`src/rtl/core/ros_pkg.sv`:
```
`timescale 1ns / 1ps

package ros_pkg;

  // Default sizes, handed to the top level parameters
  localparam int VALUE_BITS_DEF  = 10;
  localparam int MAX_ITEMS_DEF   = 1024;
  localparam int ORDER_DEPTH_DEF = 1024;

  // Function codes of an input transaction
  typedef enum logic [1:0] {
    FUNC_ORDER = 2'd0,
    FUNC_DATA  = 2'd1,
    FUNC_PULL  = 2'd2,
    FUNC_CLEAR = 2'd3
  } func_t;

  typedef enum logic [3:0] {
    ST_CLEAR,
    ST_IDLE,
    ST_ORDER_UPD,
    ST_DATA_UPD,
    ST_LIST_CNT,
    ST_LIST_CHK,
    ST_UNL_CHK,
    ST_EMIT
  } state_t;

  // Commands from controller to datapath
  typedef struct packed {
    logic clr_start;   // reset length, total, flag and cursor
    logic clr_step;    // zero one count/mark entry
    logic ld_read;     // read count entry at item_value
    logic order_upd;   // finish an order load
    logic data_upd;    // finish a data load
    logic list_read;   // read order list at cursor
    logic list_cnt;    // read count of the listed value just fetched
    logic list_next;   // listed entry empty, advance cursor
    logic unl_start;   // begin or resume unlisted scan
    logic unl_next;    // unlisted value empty, advance cursor
    logic take;        // use up one of the current value
    logic set_empty;   // prepare an empty result
    logic emit;        // move pending result into the output register
  } ros_cmd_t;

  // Status from datapath to controller
  typedef struct packed {
    logic clr_last;
    logic none_left;
    logic start_listed;
    logic list_hit;
    logic list_end;
    logic unl_hit;
    logic out_free;
  } ros_sts_t;

endpackage

```
`src/rtl/core/ros_ctrl.sv`:
```
`timescale 1ns / 1ps

module ros_ctrl (
  input  logic              clk,
  input  logic              rst,
  input  logic              in_valid,
  output logic              in_ready,
  input  logic [1:0]        func,
  input  ros_pkg::ros_sts_t sts,
  output ros_pkg::ros_cmd_t cmd
);

  import ros_pkg::*;

  state_t state, state_next;

  always_ff @(posedge clk) begin
    if (rst) begin
      state <= ST_CLEAR;
    end else begin
      state <= state_next;
    end
  end

  always_comb begin
    state_next = state;
    cmd        = '0;
    in_ready   = 1'b0;
    case (state)
      ST_CLEAR: begin
        cmd.clr_step = 1'b1;
        if (sts.clr_last) begin
          state_next = ST_IDLE;
        end
      end
      ST_IDLE: begin
        in_ready = 1'b1;
        if (in_valid) begin
          case (func)
            FUNC_ORDER: begin
              cmd.ld_read = 1'b1;
              state_next  = ST_ORDER_UPD;
            end
            FUNC_DATA: begin
              cmd.ld_read = 1'b1;
              state_next  = ST_DATA_UPD;
            end
            FUNC_PULL: begin
              if (sts.none_left) begin
                cmd.set_empty = 1'b1;
                state_next    = ST_EMIT;
              end else if (sts.start_listed) begin
                cmd.list_read = 1'b1;
                state_next    = ST_LIST_CNT;
              end else begin
                cmd.unl_start = 1'b1;
                state_next    = ST_UNL_CHK;
              end
            end
            default: begin
              cmd.clr_start = 1'b1;
              state_next    = ST_CLEAR;
            end
          endcase
        end
      end
      ST_ORDER_UPD: begin
        cmd.order_upd = 1'b1;
        state_next    = ST_IDLE;
      end
      ST_DATA_UPD: begin
        cmd.data_upd = 1'b1;
        state_next   = ST_IDLE;
      end
      ST_LIST_CNT: begin
        cmd.list_cnt = 1'b1;
        state_next   = ST_LIST_CHK;
      end
      ST_LIST_CHK: begin
        if (sts.list_hit) begin
          cmd.take   = 1'b1;
          state_next = ST_EMIT;
        end else begin
          cmd.list_next = 1'b1;
          state_next    = sts.list_end ? ST_UNL_CHK : ST_LIST_CNT;
        end
      end
      ST_UNL_CHK: begin
        if (sts.unl_hit) begin
          cmd.take   = 1'b1;
          state_next = ST_EMIT;
        end else begin
          cmd.unl_next = 1'b1;
        end
      end
      ST_EMIT: begin
        if (sts.out_free) begin
          cmd.emit   = 1'b1;
          state_next = ST_IDLE;
        end
      end
      default: begin
        state_next = ST_IDLE;
      end
    endcase
  end

endmodule

```
`config.mk`:
```
export PLATFORM = sky130hd
export DESIGN_NAME = ros_ctrl
export DESIGN_NICKNAME = d
export VERILOG_FILES = /design/src/rtl/core/ros_pkg.sv /design/src/rtl/core/ros_ctrl.sv
export SDC_FILE = /design/constraint.sdc
export NUM_CORES = 1
export LEC_CHECK = 0
export ABC_AREA = 1
export BUFFER_PORTS_ARGS = -buffer_cell sky130_fd_sc_hd__buf_4
export CORE_AREA = 2 2 39 41
export DETAILED_ROUTE_END_ITERATION = 12
export DIE_AREA = 0 0 41 43
export PLACE_DENSITY = 0.64
export SLEW_MARGIN = 0
export SYNTH_ARGS = -nofsm -noshare
export SYNTH_HDL_FRONTEND = slang
export SYNTH_SLANG_ARGS = --single-unit
```
`constraint.sdc`:
```
create_clock -name clk -period 1.3 [get_ports clk]
set_input_delay 0.065 -clock clk [delete_from_list [all_inputs] [get_ports clk]]
set_output_delay 0.065 -clock clk [all_outputs]
set_load 0.03 [all_outputs]
```
==> metrics.txt, run 1 <==
# DRC=0; TritonRoute pass-1 iters=4; slowest stage cell, crit path=dfxtp_4; Die W=just over 40 um; leakage=around 0.00042 uW; CTS tree=done; layout cells sized above 1=approximately 47%; DR WL/cell=approximately 9.3 um; Total Routing Usage GR=15.5%; # rows=14; PortBufs=25; commonest non-fill, non-tap cell in the layout=buf_4; synthesized area per cell=between 5 and 6 um2; Core Util, Final=between 50 and 60%; root buf cell=clkbuf_4; leading area contributor after synthesis=dfxtp_1; vias after detailed routing=552; Diodes inserted=0; Worst-Margin Slew=roughly 220 ps; Yosys cell types=17; max_slew headroom=between 80% and 90%; largest net degree at the start of global routing=12; Initial Util=between 20 and 30%; max frequency=0.772 GHz; maxcap violations=0; startpoint types=flip-flop; Post-Synth XOR/XNOR Area=0%; layout overhead on the synthesized area=94.2%; clk slew on worst S/H paths=roughly 30 ps; Data required, critical path=between 1000 and 1500 ps; post-synth top area share=15.5%; Crit Path Class=reg2out; flops & latches, synth=3; post-route cell area=roughly 750 um2; mux cell area share after synthesis=0%; most frequent cells in the layout=buf_4 (28), inv_1 (15), nor2_1 (13), nand2_1 (10), nand3_1 (8); RSZ-0062 raised after global routing=yes; grt ovf=0; max reg flops=3; Vias/cell=between 4 and 5; dpl cell area=between 600 and 700 um2; first-pass GRT wire length=~1900 um; io pins=26; Synth Cell Area=around 390 um2; post-DP HPWL=901 um; CTS max path bufs=2; clock skew=roughly 2.2 ps; post-synthesis instance total=74; Final setup viols=0; total power=about 660 uW; number of global-route vias before repair=500; Die Y-Extent=roughly 43 um; status=finished clean; worst min-delay path class=in2reg; sequential fraction of the synthesis area=15.5%; top post-synthesis cells by area=dfxtp_1 (16%), inv_1 (15%), nor2_1 (15%); die area=around 1800 um2; core area=between 1000 and 1500 um2; Iter 0 DRT Violations=14; Final Cycle Share=between 90 and 100%; register bank with the most flops=state; CP Max Fanout=3; max-slew violations=0; CP peak stage delay=340 ps; compound-gate portion of the synthesized area=a little under 7%; layout net count=between 100 and 150; H-tree level count=1; Critical Path AT=approximately 1200 ps; Final Hold Fails=0; Power Dens Cells=about 900 nW/um2; CP top delay family=simple AND/OR/NAND/NOR gates; maximum vdd drop=roughly 0.0006 V; Routed WL=1160 um; Yosys Warn Count=0; Worst-Skew Late Latency=230 ps; Net Count, Synth=86; total CTS buffers=3; Final ANT Viol Nets=0; Synth Area in Adders=0%; worst path cell trace=clkinv_4 > nand2_4 > nor2_4 > nand2_2 > nor4_4 > buf_4; Critical Path End Type=primary output; clk sinks=3; fin crit period=roughly 1300 ps; Simple-Gate Fraction of Synth Area=a little under 60%; Regs by FF count=state x3; initial antenna violation count=0; CP bufs+invs=2; final RePlAce weighted congestion=around 0.75; largest family of logic cells by synthesized area=simple AND/OR/NAND/NOR gates
==> layout make-up <==
| type | instances | area (um2) |
|---|---|---|
| Clock buffer | 4 | 26.3 |
| Fill cell | 151 | 633 |
| Inverter | 17 | 68.8 |
| Multi-Input combinational cell | 53 | 322 |
| Sequential cell | 3 | 71.3 |
| Tap cell | 16 | 20.0 |
| Timing Repair Buffer | 31 | 243 |
==> synthesized netlist by cell type (all sizes together) <==
cell type,number
nor2,18
or2,1
nand2,14
nand3,9
o22ai,1
a21oi,3
nor4,3
inv,17
o21ai,1
nand4,2
clkbuf,1
nor3,1
dfxtp,3
==> power breakdown <==
part	leakage [uW]	switching, uW	total (uW)	internal (uW)
sequential	0.0000267	24.1	133	109
clock	0.0000150	45.9	161	115
combinational	0.000380	220	371	151
==> layer usage <==
| metal | GRT usage (%) | routed length [um] | up-vias |
|---|---|---|---|
| met2 | 22.5 | 569 | 9 |
| li1 | - | - | 298 |
| met3 | 1.57 | 37 | 2 |
| met5 | 0 | 0 | - |
| met4 | 6.00 | 16 | 0 |
| met1 | 22.7 | 534 | 243 |
==> per-stage QoR <==
step | TNS (ps) | cells | hold slack [ps] | setup slack (ps)
finish | 0 | 124 | 268 | 4.73
global route | -246 | 124 | 292 | -90.9
CTS | -3.33 | 124 | 265 | -2.67
detailed placement | 0 | 114 | 232 | 43.0
global placement | 0 | 114 | 233 | 45.2
floorplan | -115 | 74 | 127 | -94.1
==> cells by family (layout without fill, tap and decap cells) <==
logic type	Yosys count	count (layout)
flip-flops	3	3
AND/OR/NAND/NOR	48	48
buffers and inverters	18	52
AO/OA/AOI/OAI	5	5
==> final timing paths <==
kind | endpoint | cells past startpoint | start | slack (ps)
setup / recovery | cmd[4] | 6 | state[1] | 5
hold / removal | state[1] | 7 | sts[6] | 270
setup reg to reg | state[1] | 8 | state[1] | 130
hold reg to reg | state[2] | 4 | state[0] | 730
==> what timing repair did <==
item                       4_1_cts  5_1_grt
hold endpoints to repair         2        0
pin swaps                        4        1
setup endpoints to repair        7        5
resized for setup                5        3
setup buffers                    5        0
hold buffers                     1        0
==> worst register-to-register path, cell delays in order, from the launching register on <==
cell     delay, ps
dfxtp_4        340
buf_4          150
nor2_2         160
nand3_1        130
nor2_1         110
nor2_1          50
nand2_1         50
nand2_1         40
nor2_1          60
(Power assumes the default switching activity.)
==> run 2: changes to the inputs <==
CAP_MARGIN = 20   (was not set)
CTS_BUF_LIST = sky130_fd_sc_hd__clkbuf_8   (was not set)
==> metrics.txt, run 2 (synthesized netlist as in run 1, its figures left out) <==
layout net count=120 (was 121); Iter 0 DRT Violations=15 (was 14); worst min-delay path class=in2reg (unchanged); Critical Path End Type=primary output (unchanged); Internal Power=458 uW (was 375 uW); worst setup slack after placement=43.0 ps (unchanged); sw frac=39.8% (was 43.6%); grt ovf=0 (unchanged); Final Cycle Share=98.6% (was 99.6%); clk sinks=3 (unchanged); root buf cell=clkbuf_8 (was clkbuf_4); # rows=14 (unchanged); Total Routing Usage GR=15.5% (unchanged); max frequency=0.780 GHz (was 0.772 GHz); Critical Path AT=1220 ps (was 1230 ps); Regs by FF count=state x3 (unchanged); Power Dens Cells=1010 nW/um2 (was 885 nW/um2); # DRC=0 (unchanged); io pins=26 (unchanged); vias after detailed routing=553 (was 552); clock share of power=34.2% (was 24.2%); most frequent cells in the layout=buf_4 (29), inv_1 (16), nor2_1 (13), nand2_1 (10), nand3_1 (8) (was buf_4 (28), inv_1 (15), nor2_1 (13), nand2_1 (10), nand3_1 (8)); layout cells sized above 1=47.7% (was 47.2%); layout overhead on the synthesized area=95.5% (was 94.2%); core area=1380 um2 (unchanged); CTS tree=done (unchanged); startpoint types=flip-flop (unchanged); register bank with the most flops=state (unchanged); Comb pwr share=48.3% (was 55.8%); maximum vdd drop=0.000857 V (was 0.000608 V); CP peak stage delay=340 ps (about the same); max_slew headroom=85.2% (was 85.3%); number of global-route vias before repair=499 (was 500); clock skew=0.197 ps (was 2.19 ps); first-pass GRT wire length=1950 um (unchanged); max-slew violations=0 (unchanged); Final Hold Fails=0 (unchanged); CP Max Fanout=3 (unchanged); worst path cell trace=clkinv_4 > nand2_4 > nor2_4 > nand2_2 > nor4_4 > buf_4 (unchanged); Worst-Margin Slew=222 ps (was 220 ps); post-route cell area=756 um2 (was 751 um2); total CTS buffers=3 (unchanged); final RePlAce weighted congestion=0.754 (unchanged); initial antenna violation count=0 (unchanged); Die W=41 um (unchanged); sw power=303 uW (was 290 uW); Crit Path Class=reg2out (unchanged); Final setup viols=0 (unchanged); H-tree level count=1 (unchanged); Final ANT Viol Nets=0 (unchanged); TritonRoute pass-1 iters=4 (unchanged); maxcap violations=0 (unchanged); Reg power frac=17.5% (was 20.0%); largest net degree at the start of global routing=12 (unchanged); Diodes inserted=0 (unchanged); Fin Setup TNS=0 ps (unchanged); Die Y-Extent=43 um (unchanged); PortBufs=25 (unchanged); die area=1760 um2 (unchanged); fin crit period=1280 ps (was 1300 ps); CTS max path bufs=2 (unchanged); slowest stage cell, crit path=dfxtp_4 (unchanged); status=finished clean (unchanged); dpl cell area=658 um2 (unchanged); Data required, critical path=1240 ps (about the same); Vias/cell=4.50 (was 4.45); final worst slack=18.5 ps (was 4.73 ps); post-DP HPWL=901 um (unchanged); Initial Util=27.9% (unchanged); RSZ-0062 raised after global routing=yes (unchanged); Routed WL=1160 um (about the same); commonest non-fill, non-tap cell in the layout=buf_4 (unchanged); total power=762 uW (was 665 uW); DR WL/cell=9.44 um (was 9.34 um); Placed Cells incl. Taps=114 (unchanged); Worst-Skew Late Latency=210 ps (was 230 ps); leakage=0.000429 uW (was 0.000422 uW); clk slew on worst S/H paths=30 ps (about the same); max reg flops=3 (unchanged); Final Instance Count excl. Fillers=123 (was 124)
## run 2: per-layer routing
metal  global-route usage (%)  share of wire, %  wire, um
met2                     22.5                48       560
met3                     1.57               3.4        39
met5                        0                 0         0
met4                     6.00               1.2        14
met1                     22.7                47       547
## run 2: repair_timing
item / in CTS / in global routing
hold buffers: 0 / 0
pin swaps: 4 / 1
cloned: 0 / 0
endpoints found under the setup margin: 5 / 4
resized for setup: 4 / 3
buffers inserted: 5 / 0
## run 2: final timing paths
path	startpoint	end	slack [ps]	cells after the start
max	state[1]	cmd[4]	20	6
min	rst	state[1]	10	2
max reg2reg	state[1]	state[1]	130	8
min reg2reg	state[0]	state[2]	720	4
## run 2: layout make-up
| cell class | count | area (um2) |
|---|---|---|
| inverter | 17 | 68.8 |
| multi-input combinational | 53 | 322 |
| timing repair buffer | 30 | 229 |
| fill | 155 | 628 |
| clock inverter | 1 | 3.75 |
| tap | 16 | 20.0 |
| sequential | 3 | 71.3 |
| clock buffer | 3 | 41.3 |
## run 2: stage by stage
stage / util [%] / hold slack, ps
finish: 54.6 / 10.3
global route: 54.6 / 10.7
CTS: 54.2 / 7.79
detailed placement: 47.6 / 232
global placement: 47.6 / 233
floorplan: - / 127
## run 2: worst max-delay path, delay by kind of cell (launching register included)
kind | cells | cell delay, ps
simple gates | 4 | 400
flops | 1 | 340
buf+inv | 2 | 260
## run 2: power by group through the flow
stage / Sequential (uW) / Clock (uW) / Combinational [uW]
detailed placement: 140 / 0 / 324
global route: 137 / 277 / 403
floorplan: 131 / 0 / 230
CTS: 134 / 267 / 366
finish: 133 / 261 / 368
global placement: 140 / 0 / 324
